--- config.mk ---
export PLATFORM = sky130hd
export DESIGN_NAME = bti_div_cell
export DESIGN_NICKNAME = d
export VERILOG_FILES = /design/src/design/bti_pkg.sv /design/src/design/bti_div_cell.sv
export SDC_FILE = /design/constraint.sdc
export NUM_CORES = 1
export LEC_CHECK = 0
export BUFFER_PORTS_ARGS = -buffer_cell sky130_fd_sc_hd__clkbuf_2
export CAP_MARGIN = 20
export CORE_UTILIZATION = 50
export CTS_CLUSTER_DIAMETER = 200
export DETAILED_ROUTE_END_ITERATION = 10
export GPL_TIMING_DRIVEN = 0
export HOLD_SLACK_MARGIN = 0.06
export PLACE_DENSITY = 0.79
export SLEW_MARGIN = 10
export SYNTH_ARGS = -nofsm -noshare
export SYNTH_HDL_FRONTEND = slang
export SYNTH_SLANG_ARGS = --single-unit
export TNS_END_PERCENT = 50
--- constraint.sdc ---
create_clock -name clk -period 4.9 [get_ports clk]
set_input_delay 0.98 -clock clk [delete_from_list [all_inputs] [get_ports clk]]
set_output_delay 0.98 -clock clk [all_outputs]
set_load 0.01 [all_outputs]
--- src/design/bti_pkg.sv ---
// shared widths and the word that moves through the divider chain
package bti_pkg;

  localparam int COORD_W = 16;
  localparam int SAMPLE_W = 8;
  localparam int DIFF_W = COORD_W + 1;
  localparam int PROD_W = 2 * DIFF_W;
  localparam int AREA_W = PROD_W + 1;
  localparam int SDIFF_W = SAMPLE_W + 1;
  localparam int WPROD_W = AREA_W + SDIFF_W;
  localparam int REM_W = 48;
  localparam int DEN_W = AREA_W + 1;
  localparam int QUO_W = SAMPLE_W;
  localparam logic [SAMPLE_W-1:0] VAL_MAX = '1;

  typedef struct packed {
    logic clip;
    logic force_hi;
    logic deg;
  } bti_flags_t;

  typedef struct packed {
    logic [REM_W-1:0] rem;
    logic [DEN_W-1:0] den;
    logic [QUO_W-1:0] quo;
    bti_flags_t       flags;
  } bti_div_word_t;

endpackage

--- src/design/bti_div_cell.sv ---
// one restoring division step: decides quotient bit SHIFT
module bti_div_cell #(
  parameter int SHIFT = 0
) (
  input  logic                   clk,
  input  logic                   rst,
  input  logic                   in_valid,
  output logic                   in_ready,
  input  bti_pkg::bti_div_word_t in_word,
  output logic                   out_valid,
  input  logic                   out_ready,
  output bti_pkg::bti_div_word_t out_word
);
  import bti_pkg::*;

  logic          valid;
  bti_div_word_t word;
  bti_div_word_t word_next;
  logic [REM_W-1:0] den_sh;
  logic [REM_W:0]   diff;

  assign in_ready  = !valid || out_ready;
  assign out_valid = valid;
  assign out_word  = word;

  assign den_sh = REM_W'(in_word.den) << SHIFT;
  assign diff   = {1'b0, in_word.rem} - {1'b0, den_sh};

  always_comb begin
    word_next = in_word;
    // no borrow means the shifted divisor fits
    if (!diff[REM_W]) begin
      word_next.rem        = diff[REM_W-1:0];
      word_next.quo[SHIFT] = 1'b1;
    end
  end

  always_ff @(posedge clk) begin
    if (rst) begin
      valid <= 1'b0;
    end else if (in_ready) begin
      valid <= in_valid;
    end
  end

  always_ff @(posedge clk) begin
    if (in_ready) word <= word_next;
  end

endmodule

# --- Word-level counts from Yosys, hierarchy flattened ---
# Cells that the tools add are included.
totals:
  regBits: 96
  in_bits: 99
  out_inout_bits: 97
  wordCells: 12
op_classes:
  add_sub_neg: 1
  n_mux: 1
  reduce_logical: 2
op_table:
  columns: ["op", "count"]
  rows:
  - ["48-bit by 36-bit subtractor with 49-bit output", 1]
  - ["48-bit 2-to-1 mux", 1]
  - ["1-bit logical NOT", 1]
  - ["1-bit logical OR", 1]

# --- Depth between registers and ports, before layout ---
depth:
  depth_word: 2
  mapped_depth: 14

# --- Worst setup path after synthesis ---
# No wires, ideal clock.
synth_path:
  path_type: "in2out"
  startpoint: "in out_ready"
  endpoint: "out in_ready"
  arrival_time_ps: 3375
  path_slack_ps: 545
  path_stages: 1
  path_buffers: 0
  cell_sequence: "nand2b_1"
synth_via:
  elab_chain_cells: 1
synth_lines:
  columns: ["item", "line_no", "source"]
  rows:
  - ["from (decl)", "bti_div_cell.sv:11", "input logic out_ready,"]
  - ["1-bit logical OR", "bti_div_cell.sv:22", "assign in_ready = !valid || out_ready;"]
  - ["to (decl)", "bti_div_cell.sv:8", "output logic in_ready,"]
# Every way passes these cells.

==> metrics.md <==
| Metric | Value |
|---|---|
| Synth area leader | `edfxtp_1` |
| Max Clk Rate | `251 MHz` |
| Cell Int Power | `1820 uW` |
| Ports | `196` |
| Max-Cap Viols | `0` |
| Clk slew on worst S/H paths | `70 ps` |
| Area contributors post-synth | `edfxtp_1, ha_1, nand2_1, o21ai_0, xor2_1` |
| RePlAce Congestion | `0.940` |
| Lkg Pwr | `0.00335 uW` |
| Ant. Diodes | `0` |
| Post-synth EDFFs | `95` |
| Post-route DRC | `0` |
| Critical path launch point | `in_word[12]` |
| DR vias | `5124` |
| Share of flip-flops with an asynchronous set or reset | `0` |
| DR vias/cell | `5.55` |
| Post-synth top area share | `0.490` |
| Hold Fails Final Rpt | `0` |
| Core Region | `0.0114 sq mm` |
| Commonest non-fill, non-tap cell in the layout | `clkbuf_2` |
| Critical path's top delay family | `compound AO/OA/AOI/OAI gates` |
| Syn Area/Cell | `10.2 sq um` |
| First-pass DRT Iterations | `5` |
| Status | `completed` |
| WP data required | `4970 ps` |
| CTS H-Tree Depth | `3` |
| Pre-CTS WS | `595 ps` |
| Die area | `0.0121 sq mm` |
| Largest net degree at the start of global routing | `61` |
| Psw | `684 uW` |
| Clock power frac | `0.346` |
| Total GRT Usage | `0.250` |
| Initial Utilization | `0.512` |
| CTS tree | `yes` |
| R2R Setup Slk | `3420 ps` |
| Ys flop type | `edfxtp_1` |
| Root buffer cell | `clkbuf_16` |
| Synth Warn # | `0` |
| Unrepaired setup endpoints after global routing | `no` |
| Synthesized cell area | `0.00582 sq mm` |
| Buf/Inv on CP | `2` |
| PostCTS Resize Cnt | `0` |
| Final Worst Setup Slack | `913 ps` |
| Mapped Cells | `569` |
| Maximum root-to-sink buffer count | `2` |
| Power share of the combinational group | `0.232` |
| CTS buffer count | `9` |
| Clk_lat worst skew | `340 ps` |
| Pin slew with the least headroom to its limit | `948 ps` |
| FP Rows | `39` |
| First-pass GRT wire length | `23.2 mm` |
| Worst Hold Class | `primary input to register` |
| Max_slew headroom | `0.352` |
| Critical path cell sequence | `clkbuf_2, inv_1, ha_1, nor2b_1, o2111ai_1, a2111oi_0, o32a_1, nand2_1, o21ai_0, a2111oi_0, xor2_1` |
| Remaining Overflow, GRT | `0` |
| WP data arrival | `4060 ps` |
| Final max-slew violation count | `0` |
| # setup viols final | `0` |
| Area growth syn-to-layout | `26.7%` |
| CP max stage delay | `890 ps` |
| Antenna violations before repair | `0` |
| Hold-fix buffers at CTS | `0` |
| Die Height | `110 um` |
| CP Capture Type | `register` |
| Distinct cells, synth | `58` |
| Net Sw Frac | `0.273` |
| Reg power frac | `0.422` |
| IO buf count | `195` |
| Worst Clk Skew | `6.08 ps` |
| Net count, final | `912` |
| Fillers | `935` |
| Crit path kind | `primary input to register` |
| Slowest CP cell | `a2111oi_0` |
| Post-CTS Setup Bufs | `0` |
| Critical-path maximum fanout | `4` |
| CTS sink count | `96` |
| Worst r2r src | `out_valid$_SDFFE_PP0P_` |
| Net Count, Synth | `705` |
| Layout cells sized above 1 | `0.306` |
| Dpl hpwl | `11.8 mm` |
| Initial drt markers | `316` |
| Number of global-route vias before repair | `4804` |
| ANT nets after route | `0` |
| Routed length per instance | `16.4 um` |
| Crit start category | `primary input` |
| Cell Pwr Density | `340 mW/mm^2` |
| Hold Crit Start | `rst` |
| Setup TNS | `0 ps` |
| Seq cells post-synth | `96` |
| Sequential area share after synthesis | `0.493` |
| CP dominant cell by count | `a2111oi_0` |
| DRT Wirelength | `15.2 mm` |
| Final Cycle Share | `0.814` |
| Commonest non-fill, non-tap cells in the layout | `clkbuf_2, edfxtp_1, nand2_1, o21ai_0, inv_1` |
| Peak supply drop | `0.204 mV` |
| Die W | `110 um` |
| Crit path time final | `3990 ps` |
==> per-stage QoR <==
step	util	hold WS [ps]	area, sq um	std cells	total power (uW)
after floorplan	-	1050	5820	569	1420
after global placement	0.614	1140	6980	907	1630
after detailed placement	0.617	956	7010	908	1650
after CTS	0.649	796	7380	924	2510
after global routing	0.649	800	7380	924	2600
final	0.649	801	7380	924	2510
==> kinds of logic (layout without fill, tap and decap cells) <==
| group | Yosys count | after routing | synth area share |
|---|---|---|---|
| flip-flops | 96 | 96 | 0.493 |
| AO/OA/AOI/OAI | 147 | 147 | 0.157 |
| multiplexers | 5 | 5 | 0.00967 |
| XOR/XNOR | 44 | 44 | 0.0662 |
| AND/OR/NAND/NOR | 177 | 177 | 0.150 |
| buffers and inverters | 63 | 275 | 0.0434 |
| adder cells (fa/ha/maj) | 37 | 37 | 0.0808 |
==> power groups by stage <==
stage | combinational [uW] | sequential [uW] | clock, uW
after detailed placement | 572 | 1080 | 0
after global placement | 559 | 1080 | 0
final | 582 | 1060 | 868
after floorplan | 289 | 1130 | 0
after CTS | 577 | 1060 | 876
after global routing | 639 | 1070 | 898
==> worst paths after layout <==
path                                               end  cells past startpoint
worst max register to register  out_word[69]$_DFFE_PP_                      2
worst min register to register  out_valid$_SDFFE_PP0P_                      2
worst min-delay path            out_valid$_SDFFE_PP0P_                      2
worst max-delay path            out_word[94]$_DFFE_PP_                     11
==> flip-flops by register name (all words and copies together) (netlist names) <==
name / cells
out_word: 95
out_valid: 1
==> cell type report <==
class                   count  area [sq um]  area share
flip-flops and latches     96          2870       0.389
well taps                 143           179      0.0242
multi-input cells         410          2710       0.367
clock buffers              10           229      0.0310
repair buffers            196          1000       0.136
clock inverters             6           138      0.0187
plain buffers              19          87.6      0.0119
inverters                  44           165      0.0224
==> cells in the mapped netlist (13+ instances only) <==
master    instances
nor3_1           13
edfxtp_1         95
ha_1             36
nor2_1           30
a21oi_1          37
inv_1            44
a21o_1           14
o21ai_0          52
nand2_1          70
xnor2_1          19
nand4_1          15
xor2_1           25
==> worst reg2reg max path: cells and delay by family (launching register included) <==
| kind | cells | cell delay, ps |
|---|---|---|
| AND/OR/NAND/NOR | 1 | 420 |
| buffers and inverters | 1 | 360 |
| flip-flops | 1 | 340 |
==> layer usage <==
metal | up-vias | wire length, um | global-route usage
met5 | - | 0 | 0
met4 | 0 | 155 | 0.0676
met3 | 12 | 799 | 0.0290
met2 | 188 | 7180 | 0.406
met1 | 2430 | 7040 | 0.353
li1 | 2494 | - | -
No activity file was read; power rests on OpenSTA's default activity.
