[config.mk]
export PLATFORM = sky130hd
export DESIGN_NAME = bti_round
export DESIGN_NICKNAME = d
export VERILOG_FILES = /design/src/design/bti_pkg.sv /design/src/design/bti_round.sv
export SDC_FILE = /design/constraint.sdc
export NUM_CORES = 1
export LEC_CHECK = 0
export ABC_AREA = 0
export BUFFER_PORTS_ARGS = -buffer_cell sky130_fd_sc_hd__buf_2
export CORE_MARGIN = 2
export CORE_UTILIZATION = 35
export DETAILED_ROUTE_END_ITERATION = 12
export PLACE_DENSITY = 0.81
export REMOVE_ABC_BUFFERS = 1
export SYNTH_ARGS = -nofsm -noshare
export SYNTH_HDL_FRONTEND = slang
export SYNTH_SLANG_ARGS = --single-unit
[constraint.sdc]
create_clock -name clk -period 4.1 [get_ports clk]
set_clock_uncertainty 0.2 [all_clocks]
set_input_delay 0.41 -clock clk [delete_from_list [all_inputs] [get_ports clk]]
set_output_delay 0.41 -clock clk [all_outputs]
set_load 0.1 [all_outputs]
[src/design/bti_pkg.sv]
// shared widths and the word that moves through the divider chain
package bti_pkg;

  localparam int COORD_W = 16;
  localparam int SAMPLE_W = 8;
  localparam int DIFF_W = COORD_W + 1;
  localparam int PROD_W = 2 * DIFF_W;
  localparam int AREA_W = PROD_W + 1;
  localparam int SDIFF_W = SAMPLE_W + 1;
  localparam int WPROD_W = AREA_W + SDIFF_W;
  localparam int REM_W = 48;
  localparam int DEN_W = AREA_W + 1;
  localparam int QUO_W = SAMPLE_W;
  localparam logic [SAMPLE_W-1:0] VAL_MAX = '1;

  typedef struct packed {
    logic clip;
    logic force_hi;
    logic deg;
  } bti_flags_t;

  typedef struct packed {
    logic [REM_W-1:0] rem;
    logic [DEN_W-1:0] den;
    logic [QUO_W-1:0] quo;
    bti_flags_t       flags;
  } bti_div_word_t;

endpackage

[src/design/bti_round.sv]
// round half to even, saturate, output register
module bti_round (
  input  logic                          clk,
  input  logic                          rst,
  input  logic                          in_valid,
  output logic                          in_ready,
  input  bti_pkg::bti_div_word_t        in_word,
  output logic                          out_valid,
  input  logic                          out_stall,
  output logic [bti_pkg::SAMPLE_W-1:0]  interp_value,
  output logic                          clipped,
  output logic                          degenerate
);
  import bti_pkg::*;

  logic [DEN_W-1:0]    r;
  logic [DEN_W:0]      twice_r;
  logic                up;
  logic [QUO_W:0]      rounded;
  logic [SAMPLE_W-1:0] value_next;

  assign in_ready = !out_valid || !out_stall;

  // remainder is below the divisor here
  assign r       = in_word.rem[DEN_W-1:0];
  assign twice_r = {r, 1'b0};
  assign up      = (twice_r > {1'b0, in_word.den}) ||
                   ((twice_r == {1'b0, in_word.den}) && in_word.quo[0]);
  assign rounded = {1'b0, in_word.quo} + (QUO_W + 1)'(up);

  always_comb begin
    priority if (in_word.flags.force_hi) begin
      value_next = VAL_MAX;
    end else if (in_word.flags.clip || in_word.flags.deg) begin
      value_next = '0;
    end else if (rounded[QUO_W]) begin
      value_next = VAL_MAX;
    end else begin
      value_next = rounded[QUO_W-1:0];
    end
  end

  always_ff @(posedge clk) begin
    if (rst) begin
      out_valid <= 1'b0;
    end else if (in_ready) begin
      out_valid <= in_valid;
    end
  end

  always_ff @(posedge clk) begin
    if (in_ready) begin
      interp_value <= value_next;
      clipped      <= in_word.flags.clip;
      degenerate   <= in_word.flags.deg;
    end
  end

endmodule

Word level (Yosys, flattened, before mapping)
Cells that the tools add are included.

word-level totals
  flip-flop bits (word level) = 11
  bits of input ports = 99
  output and inout bits = 12
  logic and storage cells = 15

cells by class
  $add $sub $neg = 1
  magnitude comparators = 1
  eq/ne operators = 1
  muxes and demuxes = 2
  reduce and logical (&&, ||, !) cells = 6

operators with widths
  operator             number
  $eq A37 B36 Y1       1
  $gt A37 B36 Y1       1
  $mux W8              2
  $add A8 B1 Y9        1
  $logic_or A1 B1 Y1   3
  $logic_not A1 Y1     2
  $logic_and A1 B1 Y1  1

Longest topological paths before layout
  depth after elaboration = 6
  mapped depth = 15
  gate-level depth less buffers = 15

Worst setup path before layout
No wires, ideal clock.

  path kind = input to register
  start point = input port in_word[25] (netlist bit)
  end point = register interp_value[2] (netlist bit), data pin
  setup time = 0.257 ns
  arrival time = 2.841 ns
  data required time = 3.643 ns
  path slack = 0.802 ns
  stages = 15
  path buffers = 0
  cells stage by stage = inv_1 ha_1 a21oi_1 o21ai_0 a221oi_1 nor2_1 a211o_1 o41a_1 ha_1 ha_1 and3_1 and3_1 and3_1 o21ai_0 nand2b_1

between the ends
  cells in the longest elaborated chain, start to end = 6
  elaborated cells between the ends (all ways) = 7
  classes of those cells = 1 x add/sub; 1 x order compare; 1 x eq/ne; 2 x mux; 2 x reduce/logical

ends and longest elaborated chain
  what                                                    RTL line         RTL
  start, declared                                         bti_round.sv:7   input bti_pkg::bti_div_word_t in_word,
  branches (longest 2 deep; another with $gt A37 B36 Y1)  n/a
  $logic_or A1 B1 Y1 (*)                                  bti_round.sv:27  assign up = (twice_r > {1'b0, in_word.den}) ||
  $add A8 B1 Y9 (*)                                       bti_round.sv:29  assign rounded = {1'b0, in_word.quo} + (QUO_W + 1)'(up);
  $mux W8 (*)                                             bti_round.sv:36  end else if (rounded[QUO_W]) begin
  $mux W8 (*)                                             bti_round.sv:34  end else if (in_word.flags.clip || in_word.flags.deg) begin
  end signal, assigned                                    bti_round.sv:53  interp_value <= value_next;
  end, declared                                           bti_round.sv:10  output logic [bti_pkg::SAMPLE_W-1:0] interp_value,

Every way passes the cells marked *.
A chain may end at the register's enable or synchronous reset.

Worst setup path in the final report
  start point = input port in_word[19] (netlist bit)
  end point = register interp_value[4] (netlist bit), data pin

The elaborated chain is that of the path after synthesis.

==> impl_metrics.yaml <==
run_status:
  status: "completed"
critical_path:
  critPathTopFamily: "compound AO/OA/AOI/OAI gates"
  slowest_stage: "a221oi_1"
  crit_end: "interp_value[4]"
  cp.depth: 16
  cp-startpoint: "in_word[19]"
  crit_path_max_incr_delay_ns: 0.31
  cp.arrival_ns: 3.17
  crit_type: "input pin to flip-flop"
  path_max_fanout: 6
  regToRegEndpoint: "interp_value[0]"
  cp_num_buf_inv: 2
  worst_setup_path_end_kind: "flip-flop"
  required_ns: 3.88
  critPathLaunchType: "input pin"
  cp_cell_sequence: "buf_2 > inv_1 > ha_1 > a21oi_1 > o21ai_0 > a221oi_1 > nand3_1 > a211o_1 > o41a_1 > ha_1 > ha_1 > and3_1 > and3_1 > and3_1 > o21ai_0 > nand2b_1"
  r2r_slack_ns: 2.94
  worstReg2RegStart: "out_valid"
  ff2ff_path_depth: 1
layout:
  n_antenna_cell: 0
  layout_common_cells: "buf_2 (98), inv_1 (38), ha_1 (37)"
  layout_commonest_cell: "buf_2"
  final_layout_size_suffix_gt1_frac: 0.357
  nets: 420
  areaGrowthSynthToFinish_pct: 41.3
pwr:
  p_per_area_nw_per_um2: 216
  p_leak_nw: 1.21
  ir_drop_mv: 0.0865
clocking:
  clock-sinks: 11
  clk_pin_slew_ns: 0.05
  numCtsBuffers: 3
  root_buffer: "clkbuf_8"
  cts_resized: 0
  clockBufferDepth: 2
  h-tree-depth: 1
  post_cts_buffers: 0
  hold_buffers: 0
  cts_tree: "done"
  insertion_delay_ns: 0.23
floorplan:
  io_pins: 111
  initial_core_util: 0.362
  fp.dieW_um: 68.3
  dieArea_sq_um: 4660
  chipHeight_um: 68.3
  core_sq_um: 4000
  rows: 23
timing:
  rsz0062_at_grt: "no"
  fin_setup_tns_ns: 0
  setup_slack_ns: 0.708
  slew_headroom: 0.663
  fmax_ghz: 0.295
  max_slew.worst_pin.slew_ns: 0.508
  drv_slew: 0
  period_share: 0.827
  setup_viol: 0
  whs_ns: 0.127
  layout_min_cycle_time_ns: 3.39
  hold_violations: 0
synthesis:
  yosysWarnings: 0
  syn_inst: 181
  synth-seq-area-share: 0.221
  ys_types: 25
  yosys_register_bits: 11
  synth.avg_cell_area_sq_um: 7.99
  syn-cell-area_sq_um: 1450
detailed_routing:
  wl_mm: 3.13
  vias: 1522
  wl_per_cell_um: 9.41
  via_per_inst: 4.57
  drc: 0
  drt.antenna.violating_nets: 0
  dr.pass1.iters: 4
  drt_iter0_markers: 29
placed_design:
  portBuffers: 98
  dp_slack_ns: 0.434
  dp_hpwl_mm: 2.92
  gp_congestion: 0.730
grt:
  grt_max_degree: 12
  grt_pass1_wl_mm: 4.89
  overflow: 0
  antenna_found_initial: 0
  groute.usage.overall: 0.134
  grt_pass1_vias: 1353
worst_hold_path:
  min_path_type: "input pin to flip-flop"
run:
  drv_cap: 0
## worst min-delay path by stage
stage / startpoint / to / cells past startpoint
finish: rst / out_valid / 2
global route: rst / out_valid / 2
CTS: rst / out_valid / 2
detailed placement: out_valid / out_valid / 2
global placement: out_valid / out_valid / 2
floorplan: rst / out_valid / 1
## Yosys cell counts (all sizes together)
library cell / number / area [sq um]
inv: 38 / 143
ha: 37 / 463
a21oi: 16 / 80.1
nand2: 15 / 56.3
o21ai: 13 / 65.1
edfxtp: 10 / 300
nor2: 10 / 37.5
nand2b: 8 / 50.1
and3: 5 / 31.3
nand3: 5 / 25.0
xor2: 4 / 35.0
nor3: 3 / 15.0
a221oi: 2 / 17.5
nand3b: 2 / 15.0
nand4: 2 / 12.5
o211ai: 2 / 15.0
a211o: 1 / 8.76
a21o: 1 / 7.51
and2: 1 / 6.26
and4: 1 / 8.76
dfxtp: 1 / 20.0
mux2i: 1 / 10.0
nor4: 1 / 6.26
o22ai: 1 / 6.26
o41a: 1 / 11.3
## cell type report
| class | count | area [sq um] |
|---|---|---|
| inverters | 38 | 143 |
| well taps | 50 | 62.6 |
| multi-input cells | 132 | 983 |
| flip-flops and latches | 11 | 320 |
| clock buffers | 4 | 45.0 |
| fillers | 396 | 1960 |
| repair buffers | 98 | 490 |
## sequential cells by signal, summed over array words and instances (netlist names)
register / count
degenerate: 1
out_valid: 1
clipped: 1
interp_value: 8
## where the power goes
part           internal (W)  leakage [nW]  total, W  switching [W]
combinational     0.0000749          1.08  0.000204       0.000129
clock             0.0000678        0.0228  0.000103      0.0000354
sequential         0.000133         0.110  0.000135     0.00000194
## through the flow
step | util | cells | power (W) | instance area (sq um)
floorplan | - | 181 | 0.000276 | 1450
global placement | 0.500 | 329 | 0.000338 | 2000
detailed placement | 0.500 | 329 | 0.000343 | 2000
CTS | 0.511 | 333 | 0.000448 | 2040
global route | 0.511 | 333 | 0.000477 | 2040
finish | 0.511 | 333 | 0.000442 | 2040
## routing by layer
metal | wire, um | GRT usage
met5 | 0 | 0
met3 | 173 | 0.0214
met1 | 1240 | 0.145
met2 | 1710 | 0.254
met4 | 14 | 0.0575
## kinds of logic (layout without fill, tap and decap cells)
family / after synthesis / after routing / share of synthesized area
xor gates and xnor gates: 4 / 4 / 0.0242
muxes: 1 / 1 / 0.00692
DFF: 11 / 11 / 0.221
adders and majority gates: 37 / 37 / 0.320
and+or+nand+nor: 53 / 53 / 0.183
AOI/OAI and AO/OA: 37 / 37 / 0.146
buffers and inverters: 38 / 140 / 0.0986
No activity file was read; power rests on OpenSTA's default activity.
